## config.mk

```make
export PLATFORM = sky130hd
export DESIGN_NAME = lwns_divider
export DESIGN_NICKNAME = d
export VERILOG_FILES = /design/src/rtl/core/lwns_pkg.sv /design/src/rtl/core/lwns_divider.sv
export SDC_FILE = /design/constraint.sdc
export NUM_CORES = 1
export LEC_CHECK = 0
export ABC_AREA = 0
export CAP_MARGIN = 20
export CELL_PAD_IN_SITES_DETAIL_PLACEMENT = 0
export CELL_PAD_IN_SITES_GLOBAL_PLACEMENT = 1
export CORE_ASPECT_RATIO = 0.5
export CORE_MARGIN = 2
export CORE_UTILIZATION = 35
export CTS_CLUSTER_DIAMETER = 100
export DETAILED_ROUTE_END_ITERATION = 8
export DONT_BUFFER_PORTS = 1
export GPL_TIMING_DRIVEN = 0
export MAX_ROUTING_LAYER = met4
export PLACE_DENSITY_LB_ADDON = 0.1
export SLEW_MARGIN = 25
export SYNTH_ARGS = -nofsm -noshare
export SYNTH_HDL_FRONTEND = slang
export SYNTH_SLANG_ARGS = --single-unit
```

## constraint.sdc

```tcl
create_clock -name clk -period 6.6 [get_ports clk]
set_input_delay 1.65 -clock clk [delete_from_list [all_inputs] [get_ports clk]]
set_output_delay 1.65 -clock clk [all_outputs]
set_load 0.05 [all_outputs]
```

## src/rtl/core/lwns_pkg.sv

```systemverilog
// lwns_pkg: shared types, constants and the reciprocal table of the lambert w solver
// no dependencies; used by lwns_divider, lambert_w_newton_solver, lwns_checker and tb
package lwns_pkg;

  localparam int WORD_W   = 64;
  localparam int FRAC_W   = 32;
  localparam int Y_W      = 38;
  localparam int DEN_W    = 39;
  localparam int TOL_W    = 24;
  localparam int LIMIT_W  = 8;
  localparam int STEPS_W  = 8;
  localparam int STATUS_W = 2;
  localparam int CFG_IDX_W = 2;

  localparam logic [31:0]      LN2_W   = 32'd2977044472;
  localparam logic [Y_W-1:0]   Y_MAX   = {Y_W{1'b1}};
  localparam logic [8:0]       EXP_SHIFT_MAX = 9'd24;
  localparam logic [7:0]       EXP_ZERO_SHIFT = 8'd40;
  localparam logic [3:0]       LN_TERMS  = 4'd12;
  localparam logic [3:0]       EXP_TERMS = 4'd14;

  localparam logic [TOL_W-1:0]   TOL_RESET   = 24'd1;
  localparam logic [LIMIT_W-1:0] LIMIT_RESET = 8'd100;

  localparam logic [CFG_IDX_W-1:0] CFG_TOL   = 2'd0;
  localparam logic [CFG_IDX_W-1:0] CFG_LIMIT = 2'd1;

  localparam logic [STATUS_W-1:0] STAT_CONV  = 2'd0;
  localparam logic [STATUS_W-1:0] STAT_LIMIT = 2'd1;
  localparam logic [STATUS_W-1:0] STAT_ZERO  = 2'd2;

  typedef enum logic [4:0] {
    ST_IDLE, ST_NORM, ST_SGO, ST_SDIV, ST_SQ, ST_SQW,
    ST_T1, ST_T2, ST_T3, ST_T4, ST_LNM, ST_LNF, ST_LOOP,
    ST_EGO, ST_EDIV, ST_ESET, ST_EXPF, ST_NGO, ST_NDIV, ST_FINISH
  } state_t;

  typedef struct packed {
    logic              start;
    logic              long_run;
    logic [WORD_W-1:0] dividend;
    logic [DEN_W-1:0]  divisor;
  } div_req_t;

  typedef struct packed {
    logic              done;
    logic [WORD_W-1:0] quotient;
  } div_rsp_t;

  // floor(2^32 / d)
  function automatic logic [31:0] recip32(input logic [4:0] d);
    logic [31:0] r;
    case (d)
      5'd2:  r = 32'd2147483648;
      5'd3:  r = 32'd1431655765;
      5'd4:  r = 32'd1073741824;
      5'd5:  r = 32'd858993459;
      5'd6:  r = 32'd715827882;
      5'd7:  r = 32'd613566756;
      5'd8:  r = 32'd536870912;
      5'd9:  r = 32'd477218588;
      5'd10: r = 32'd429496729;
      5'd11: r = 32'd390451572;
      5'd12: r = 32'd357913941;
      5'd13: r = 32'd330382099;
      5'd14: r = 32'd306783378;
      5'd15: r = 32'd286331153;
      5'd16: r = 32'd268435456;
      5'd17: r = 32'd252645135;
      5'd18: r = 32'd238609294;
      5'd19: r = 32'd226050910;
      5'd20: r = 32'd214748364;
      5'd21: r = 32'd204522252;
      5'd22: r = 32'd195225786;
      5'd23: r = 32'd186737708;
      5'd24: r = 32'd178956970;
      5'd25: r = 32'd171798691;
      default: r = 32'd0;
    endcase
    return r;
  endfunction

endpackage

```

## src/rtl/core/lwns_divider.sv

```systemverilog
// lwns_divider: restoring unsigned divider, one quotient bit per cycle
// depends on lwns_pkg (div_req_t, div_rsp_t, widths)
module lwns_divider
  import lwns_pkg::*;
(
  input  logic     clk,
  input  logic     rst_n,
  input  div_req_t req,
  output div_rsp_t rsp
);

  localparam int CNT_W = 7;
  localparam logic [CNT_W-1:0] SHORT_LAST = 7'd63;
  localparam logic [CNT_W-1:0] LONG_LAST  = 7'd95;

  logic              busy_r;
  logic              done_r;
  logic [CNT_W-1:0]  cnt_r;
  logic [WORD_W-1:0] num_r;
  logic [WORD_W-1:0] quo_r;
  logic [DEN_W-1:0]  den_r;
  logic [DEN_W-1:0]  rem_r;
  logic [DEN_W:0]    trial;
  logic [DEN_W:0]    trial_sub;
  logic              fits;

  assign trial     = {rem_r, num_r[WORD_W-1]};
  assign fits      = trial >= {1'b0, den_r};
  assign trial_sub = trial - {1'b0, den_r};

  always_ff @(posedge clk) begin
    if (!rst_n) begin
      busy_r <= 1'b0;
      done_r <= 1'b0;
      cnt_r  <= '0;
    end else begin
      done_r <= 1'b0;
      if (req.start) begin
        busy_r <= 1'b1;
        cnt_r  <= req.long_run ? LONG_LAST : SHORT_LAST;
      end else if (busy_r) begin
        cnt_r <= cnt_r - 1'b1;
        if (cnt_r == '0) begin
          busy_r <= 1'b0;
          done_r <= 1'b1;
        end
      end
    end
  end

  always_ff @(posedge clk) begin
    if (req.start) begin
      num_r <= req.dividend;
      den_r <= req.divisor;
      rem_r <= '0;
      quo_r <= '0;
    end else if (busy_r) begin
      num_r <= {num_r[WORD_W-2:0], 1'b0};
      rem_r <= fits ? trial_sub[DEN_W-1:0] : trial[DEN_W-1:0];
      quo_r <= {quo_r[WORD_W-2:0], fits};
    end
  end

  assign rsp.done      = done_r;
  assign rsp.quotient  = quo_r;

endmodule

```

Yosys cells after proc, flatten, opt, wreduce, memory -nomap -nowiden:

Cells that the tools add are included.
W data, S select, Z words.

* $add $sub $neg: 2
* multiply operators: 0
* divide/modulo/power cells: 0
* $lt $le $gt $ge: 1
* eq/ne operators: 0
* shift-type cells: 0
* muxes and demuxes: 10
* bitwise logic cells: 2
* reduce and logical (&&, ||, !) cells: 3

Operators with widths (number)
* $mux W64: 2
* $ge A40 B39 Y1: 1
* $mux W39: 1
* $sub A39 B39 Y39: 1
* $mux W7: 3
* $logic_not A7 Y1: 1
* $sub A7 B1 Y7 const B: 1
* $mux W1: 4
* $reduce_or A3 Y1: 1
* $not A1 Y1: 2
* $reduce_bool A2 Y1: 1

* register bits after elaboration: 215
* bits in latches: 0
* RAM bits: 0
* memory bits (read-only): 0
* bits of input ports: 107
* output and inout port bits: 65
* logic and storage cells: 25
* memories: 0

Longest topological paths before layout:

Gate-level depths: netlist (run 1).

* depth after elaboration: 4
* gate-level depth with buffers: 13
* gate-level depth less buffers: 11

Least setup slack after synthesis (run 1):

OpenSTA, ideal clock, no wires.

* path kind: input port to flip-flop
* start point: in req[104] (netlist bit)
* end point: reg num_r[0] (enable)
* library setup time: 0.395 ns
* data arrival time: 2.819 ns
* data required time: 6.205 ns
* slack: 3.386 ns
* cell stages on the path: 3
* buffers on the path: 2
* cells stage by stage: clkbuf_1 buf_6 or2_2

* cells in the longest elaborated chain, start to end: 1

RTL lines
* start: declaration: line lwns_divider.sv:8 `input div_req_t req,`
* $reduce_bool A2 Y1 (no source line)
* end signal: assignment: line lwns_divider.sv:53 `num_r <= req.dividend;`
* end signal: assignment: line lwns_divider.sv:58 `num_r <= {num_r[WORD_W-2:0], 1'b0};`
* end: declaration: line lwns_divider.sv:19 `logic [WORD_W-1:0] num_r;`

Every way passes these cells.
A chain may end at the register's enable or synchronous reset.

Worst setup path after layout (run 1):

* start point: reg den_r[11]
* end point: reg rem_r[38]

* cells in the longest elaborated chain, start to end: 2
* elaborated cells between the ends (all ways): 3
* those cells by class: add/sub (1); order compare (1); mux (1)

RTL lines
* start: declaration: line lwns_divider.sv:21 `logic [DEN_W-1:0] den_r;`
* start signal: assignment: line lwns_divider.sv:54 `den_r <= req.divisor;`
* $sub A39 B39 Y39 / $ge A40 B39 Y1 (equally long branches): line lwns_divider.sv:29, lwns_divider.sv:28
* $mux W39 (*): line lwns_divider.sv:59 `rem_r <= fits ? trial_sub[DEN_W-1:0] : trial[DEN_W-1:0];`
* end signal: assignment: line lwns_divider.sv:59
* end: declaration: line lwns_divider.sv:22 `logic [DEN_W-1:0] rem_r;`

Mark *: on every way between the ends. The rest lies on a longest branch, timed or not.

==> tab_implementation.tex, run 1 <==
\begin{tabular}{lr}
\hline
Metric & Value \\
\hline
\multicolumn{2}{l}{\textbf{Critical path}} \\
\quad Worst Path Max Fanout & 9 \\
\quad Arrival time worst endpoint & 3.89 ns \\
\quad Required @ worst endpoint & 7.08 ns \\
\quad Reg-to-Reg End & rem\_r[38] \\
\quad Worst setup SP type & flop \\
\quad Cells on worst reg2reg path & 11 \\
\quad Reg-to-reg critical path startpoint & den\_r[11] \\
\quad CP endpoint kind & flop \\
\quad R2R setup slack & roughly 3.2 ns \\
\quad Class of the most critical setup path & reg -> reg \\
\multicolumn{2}{l}{\textbf{STA}} \\
\quad Slew of the pin with the lowest slew margin & 0.870 ns \\
\quad Number of pins exceeding their max-slew limit in the final report & 0 \\
\quad Count of endpoints failing hold in the final timing report & 0 \\
\quad Maximum achievable frequency & 293 MHz \\
\quad Min setup slack post-route & between 3 and 4 ns \\
\quad Total negative slack & 0 ns \\
\quad Clock period minus worst slack & between 3 and 4 ns \\
\quad Post-route clock skew & roughly 0.036 ns \\
\quad RSZ-0062 raised after global routing & false \\
\quad Final setup violation count & 0 \\
\quad Worst slew margin & a little over two fifths \\
\quad Final clock period utilization by the worst path & between 50\% and 60\% \\
\multicolumn{2}{l}{\textbf{Yosys}} \\
\quad Post-synthesis sequential area ratio & about 49\% \\
\quad Count of flip-flops with a built-in enable after synthesis & 103 \\
\quad Synthesis-stage register bit count & between 200 and 250 \\
\quad Proportion of netlist area held by the largest area contributor & roughly 28\% \\
\quad Syn. warnings & 0 \\
\quad Share of async-settable or async-resettable flops after synthesis & 0\% \\
\quad Synthesized Nets & between 1000 and 1500 \\
\quad Netlist Area Pre-Place & 0.0109 mm² \\
\quad Top flip-flop cell by instance count after synthesis & dfxtp\_1 \\
\quad Yosys top cell by area & edfxtp\_1 \\
\quad Gate count of the mapped netlist & roughly 1000 \\
\quad Synthesized area divided by synthesized cell count & about 10 µm² \\
\quad Number of distinct library cells after synthesis & 74 \\
\quad Cell types with the largest area share after synthesis & edfxtp\_1 28\%, dfxtp\_1 21\%, mux2i\_1 7.0\% \\
\multicolumn{2}{l}{\textbf{Outcome}} \\
\quad Status & finished clean \\
\multicolumn{2}{l}{\textbf{Worst hold path}} \\
\quad Worst-case hold path end point & rem\_r[26] \\
\quad Worst Hold Class & reg -> reg \\
\quad Hold\_sp & rem\_r[26] \\
\quad Hold path depth & 2 \\
\multicolumn{2}{l}{\textbf{Layout}} \\
\quad Top library cells by usage in the layout, fill and taps aside & 154 x nor2\_1, 112 x dfxtp\_1, 103 x edfxtp\_1 \\
\quad Most common cell after layout, fill and taps aside & nor2\_1 \\
\quad Area delta synth->final & 11.4\% \\
\quad Fraction of layout cells with a size suffix above 1 & approximately an eighth \\
\quad Layout Cells excl Fill & 1485 \\
\quad Final layout net count & roughly 1200 \\
\multicolumn{2}{l}{\textbf{GRT}} \\
\quad Initial antenna violation count & 3 \\
\quad Final global-route overflow total & 0 \\
\quad First-pass GRT wire length & around 45000 µm \\
\quad All-Layer GR Usage & 18.4\% \\
\quad Pin count of the biggest net entering global routing & 49 \\
\quad Number of global-route vias before repair & just under 8000 \\
\multicolumn{2}{l}{\textbf{Placement}} \\
\quad Port Buffer Count & 0 \\
\quad Routability congestion estimate from global placement & between 0.8 and 0.9 \\
\quad Hpwl dp & 21200 µm \\
\quad Worst Setup Slack post-DPL & $\sim$3.1 ns \\
\quad Cell count after placement & around 1400 \\
\multicolumn{2}{l}{\textbf{Power}} \\
\quad Power consumption & around 3300 µW \\
\quad Power per cell area & 276 mW/mm² \\
\quad Peak supply drop & 0.148 mV \\
\quad Leak & 0.00474 µW \\
\multicolumn{2}{l}{\textbf{Floorplanning}} \\
\quad Horiz. Die Dim & 253 µm \\
\quad Initial cell density of the core & 35.7\% \\
\quad Site Rows & 45 \\
\quad Die outline area & around 0.033 mm² \\
\quad Vertical die dimension & between 100 and 150 µm \\
\quad Number of I/O pins & approximately 170 \\
\quad Area of the core & approximately 0.03 mm² \\
\multicolumn{2}{l}{\textbf{Clock network}} \\
\quad Level count of the clock H-tree & 1 \\
\quad Root Buffer & clkbuf\_16 \\
\quad CTS Sinks & between 200 and 250 \\
\quad Post-CTS Hold Fix Bufs & 0 \\
\quad CTS clock-pin slew for the worst setup and hold paths & 0.08 ns \\
\quad Postcts setup bufs & 0 \\
\quad Post-cts resize count & 0 \\
\quad Clock Path Buffers & 3 \\
\quad Clock tree from TritonCTS & built \\
\quad CTS Buf Count & 22 \\
\quad Later-pin clock latency in the skew report & $\sim$0.56 ns \\
\multicolumn{2}{l}{\textbf{Drt}} \\
\quad Iteration-0 DRC count of the detailed router & roughly 450 \\
\quad Via count & slightly below 8000 \\
\quad DRC violation count after routing & 0 \\
\quad Via density per instance & 5.19 \\
\quad Avg WL per Cell & just under 20 µm \\
\quad Detailed Route WL & between 20000 and 30000 µm \\
\quad Number of antenna-violating nets in the routed design & 0 \\
\quad Pre-antenna DRT Iters & 6 \\
\multicolumn{2}{l}{\textbf{Run}} \\
\quad Max Cap Viol & 0 \\
\hline
\end{tabular}
registers in the layout (all words and copies together) (netlist names):
| name | count |
|---|---|
| done_r | 1 |
| rem_r | 39 |
| quo_r | 64 |
| num_r | 64 |
| den_r | 39 |
| busy_r | 1 |
| cnt_r | 7 |
area by class of cell:
class	instances	area, µm²
antenna	4	10.0
tap	399	499
multi-input combinational	711	4990
sequential	215	5340
fill	3036	18300
timing repair buffer	1	27.5
inverter	58	218
clock inverter	16	140
clock buffer	24	558
buffer	57	317
report_power, final:
| group | internal [µW] | switching, µW | leakage [µW] |
|---|---|---|---|
| sequential | 1500 | 37.6 | 0.00194 |
| combinational | 232 | 347 | 0.00246 |
| clock | 662 | 570 | 0.000339 |
| total | 2390 | 954 | 0.00474 |
metal layers:
| layer | wire length (µm) | share of wire [%] | vias to the layer above | GRT usage, % |
|---|---|---|---|---|
| li1 | - | - | 3807 | - |
| met1 | 14000 | 48 | 3748 | 24.5 |
| met2 | 13300 | 46 | 128 | 28.8 |
| met3 | 1250 | 4.3 | 27 | 4.01 |
| met4 | 460 | 1.6 | 0 | 3.79 |
| met5 | 0 | 0 | - | - |
synthesized netlist by cell type (all sizes together), types with 30 or more instances:
cell type,instances
a211oi,30
inv,58
nand2,44
a21oi,73
mux2,66
ha,41
mux2i,76
dfxtp,112
edfxtp,103
o21ai,32
clkbuf,40
nor2,154
through the flow:
| step | utilization (%) | hold slack, ns | area [µm²] |
|---|---|---|---|
| global placement | 37.4 | 0.477 | 11400 |
| CTS | 39.8 | 0.495 | 12100 |
| floorplan | - | 0.455 | 10900 |
| detailed placement | 37.5 | 0.484 | 11400 |
| global route | 39.8 | 0.513 | 12100 |
| finish | 39.8 | 0.492 | 12100 |
critical path, stage by stage, from the launching register on:
cell      delay, ns
edfxtp_1       0.36
inv_1          0.07
ha_1           0.23
buf_6          0.14
a21oi_1        0.27
o21ai_0        0.27
nor4_1         0.34
o211ai_1       0.28
a311oi_1       0.62
o32a_1         0.29
mux2_2         0.35
a21oi_1        0.12
cell families after synthesis:
| kind of cell | Yosys count | share of synthesized area (%) |
|---|---|---|
| compound gates | 217 | 13.4 |
| simple gates | 282 | 11.6 |
| flops | 215 | 49.1 |
| buf+inv | 115 | 4.92 |
| xor+xnor | 28 | 2.26 |
| fa+ha+maj | 42 | 4.91 |
| mux | 142 | 13.8 |
worst max path at each step:
stage / end / from / slack (ns) / cells past startpoint
floorplan: num_r[0] / req[104] / 3.39 / 3
global placement: num_r[33] / req[104] / 2.73 / 3
detailed placement: quo_r[11] / req[104] / 3.10 / 5
CTS: rem_r[38] / den_r[11] / 3.20 / 11
global route: rem_r[38] / num_r[63] / 3.01 / 11
finish: rem_r[38] / den_r[11] / 3.19 / 11
No activity file was read; power rests on OpenSTA's default activity.
==> run 2: changes to the inputs <==
==> constraint.sdc (replaced) <==
create_clock -name clk -period 3.3 [get_ports clk]
set_input_delay 0.825 -clock clk [delete_from_list [all_inputs] [get_ports clk]]
set_output_delay 0.825 -clock clk [all_outputs]
set_load 0.05 [all_outputs]
==> run 2 against run 1 <==
Against the previous run: critical path depth rose by 1; power rose by 100%; clock skew fell by 0.0020 ns; fmax rose by 9.1%; via count barely moved; first-iteration DRC count fell by 2.4%; sequential share of layout area fell by 0.27 points.
==> tab_implementation.tex, run 2 (synthesis gave the netlist of run 1 again) <==
\begin{tabular}{lr}
\hline
Metric & Value \\
\hline
\multicolumn{2}{l}{\textbf{Run}} \\
\quad Max Cap Viol & 0 \\
\multicolumn{2}{l}{\textbf{Drt}} \\
\quad Number of antenna-violating nets in the routed design & 0 \\
\quad Pre-antenna DRT Iters & 5 \\
\quad Avg WL per Cell & between 15 and 20 µm \\
\quad Via density per instance & 5.17 \\
\quad Via count & around 7700 \\
\quad Detailed Route WL & approximately 29000 µm \\
\quad DRC violation count after routing & 0 \\
\quad Iteration-0 DRC count of the detailed router & around 440 \\
\multicolumn{2}{l}{\textbf{STA}} \\
\quad Worst slew margin & about two fifths \\
\quad Slew of the pin with the lowest slew margin & between 0.8 and 0.9 ns \\
\quad Post-route clock skew & approximately 0.034 ns \\
\quad Maximum achievable frequency & between 300 and 400 MHz \\
\quad Count of endpoints failing hold in the final timing report & 0 \\
\quad Number of pins exceeding their max-slew limit in the final report & 0 \\
\quad Clock period minus worst slack & between 3 and 4 ns \\
\quad Final setup violation count & 0 \\
\quad Final clock period utilization by the worst path & 94.7\% \\
\multicolumn{2}{l}{\textbf{Clock network}} \\
\quad CTS Sinks & between 200 and 250 \\
\quad Clock tree from TritonCTS & built \\
\quad Later-pin clock latency in the skew report & $\sim$0.55 ns \\
\quad Root Buffer & clkbuf\_16 \\
\quad CTS clock-pin slew for the worst setup and hold paths & around 0.080 ns \\
\quad Post-CTS Hold Fix Bufs & 0 \\
\quad Level count of the clock H-tree & 1 \\
\quad Clock Path Buffers & 3 \\
\quad CTS Buf Count & 22 \\
\multicolumn{2}{l}{\textbf{GRT}} \\
\quad Final global-route overflow total & 0 \\
\quad Number of global-route vias before repair & roughly 7700 \\
\quad All-Layer GR Usage & a little under a fifth \\
\quad First-pass GRT wire length & 45100 µm \\
\quad Initial antenna violation count & 3 \\
\quad Pin count of the biggest net entering global routing & between 40 and 50 \\
\multicolumn{2}{l}{\textbf{Critical path}} \\
\quad R2R setup slack & roughly 0.17 ns \\
\quad Class of the most critical setup path & reg -> reg \\
\quad CP endpoint kind & flop \\
\quad Worst setup SP type & flop \\
\quad Required @ worst endpoint & roughly 3.8 ns \\
\quad Worst Path Max Fanout & 9 \\
\quad Arrival time worst endpoint & approximately 3.6 ns \\
\quad Cells on worst reg2reg path & 12 \\
\quad Reg-to-Reg End & rem\_r[38] \\
\quad Reg-to-reg critical path startpoint & den\_r[11] \\
\multicolumn{2}{l}{\textbf{Worst hold path}} \\
\quad Hold path depth & 0 \\
\quad Worst Hold Class & in -> reg \\
\quad Hold\_sp & req[27] \\
\quad Worst-case hold path end point & den\_r[27] \\
\multicolumn{2}{l}{\textbf{Floorplanning}} \\
\quad Initial cell density of the core & about 36\% \\
\quad Die outline area & around 0.033 mm² \\
\quad Vertical die dimension & 129 µm \\
\quad Horiz. Die Dim & 253 µm \\
\quad Area of the core & slightly above 0.03 mm² \\
\quad Number of I/O pins & 172 \\
\quad Site Rows & 45 \\
\multicolumn{2}{l}{\textbf{Layout}} \\
\quad Fraction of layout cells with a size suffix above 1 & around 14\% \\
\quad Most common cell after layout, fill and taps aside & nor2\_1 \\
\quad Filler cell count & 3027 \\
\quad Area of all placed cells without fillers & $\sim$0.012 mm² \\
\quad Layout Cells excl Fill & roughly 1500 \\
\quad Final layout net count & 1220 \\
\quad Biggest registers after layout & num\_r (64), quo\_r (64) \\
\quad Utilization after layout & between 40\% and 50\% \\
\quad Top library cells by usage in the layout, fill and taps aside & 154 x nor2\_1, 112 x dfxtp\_1, 103 x edfxtp\_1 \\
\quad Area delta synth->final & 12.1\% \\
\multicolumn{2}{l}{\textbf{Placement}} \\
\quad Cell count after placement & between 1000 and 1500 \\
\quad Port Buffer Count & 0 \\
\quad Hpwl dp & 21200 µm \\
\quad Routability congestion estimate from global placement & between 0.8 and 0.9 \\
\quad Placed Instance Area & 0.0114 mm² \\
\multicolumn{2}{l}{\textbf{Power}} \\
\quad Leak & approximately 0.0048 µW \\
\quad Power per cell area & around 550 mW/mm² \\
\quad Peak supply drop & $\sim$0.29 mV \\
\multicolumn{2}{l}{\textbf{Outcome}} \\
\quad Status & finished clean \\
\hline
\end{tabular}
-- run 2: how the worst max path moves through the flow --
stage               startpoint   endpoint  slack, ns
floorplan            num_r[63]  rem_r[38]       0.63
global placement     den_r[11]  rem_r[38]      -0.05
detailed placement   den_r[11]  rem_r[38]      -0.07
CTS                  den_r[19]  rem_r[33]       0.02
global route         den_r[19]  rem_r[33]      -0.02
finish               den_r[11]  rem_r[38]       0.17
-- run 2: what timing repair did --
item	in CTS	in global routing
setup endpoints to repair	2	30
setup buffers	2	3
gates resized for setup	1	10
pin swaps	2	1
-- run 2: layout make-up --
| type | instances | area, µm² | share of cell area [%] |
|---|---|---|---|
| buffer | 57 | 317 | 2.60 |
| clock inverter | 16 | 140 | 1.15 |
| tap | 399 | 499 | 4.10 |
| multi-input combinational | 711 | 5030 | 41.3 |
| sequential | 215 | 5340 | 43.8 |
| timing repair buffer | 6 | 65.1 | 0.535 |
| inverter | 58 | 218 | 1.79 |
| clock buffer | 24 | 558 | 4.59 |
| antenna | 4 | 10.0 | 0.0822 |
-- run 2: report_power, final --
part | total (µW) | switching, µW | internal [µW]
Clock | 2460 | 1140 | 1320
Sequential | 3070 | 75.0 | 2990
Combinational | 1190 | 703 | 482
-- run 2: per-stage QoR --
stage                     TNS [ns]  total power [µW]  setup WS [ns]  hold WS (ns)
after global routing       -0.0311              7060        -0.0229         0.337
after CTS                        0              6800         0.0225         0.338
after floorplan                  0              3980          0.630         0.455
after detailed placement   -0.0651              4280        -0.0651         0.484
after global placement     -0.0467              4270        -0.0467         0.477
final                            0              6710          0.174         0.361
-- run 2: critical path, cell delays in order, from the launching register on --
cell      delay [ns]
edfxtp_1        0.36
inv_1           0.07
ha_1            0.23
buf_6           0.15
a21oi_1         0.30
o21ai_1         0.20
nor4_1          0.31
o211ai_1        0.14
buf_4           0.18
a311oi_2        0.39
o32a_1          0.26
mux2_2          0.35
a21oi_1         0.12
-- run 2: layer usage --
metal  wire length (µm)  vias to the layer above  share of wire, %  global-route usage, %
met3               1250                       22               4.3                   4.01
met4                412                        0               1.4                   3.79
met1              14100                     3744                49                   24.6
met2              13300                      127                46                   28.8
met5                  0                        -                 0                      -
li1                   -                     3814                 -                      -
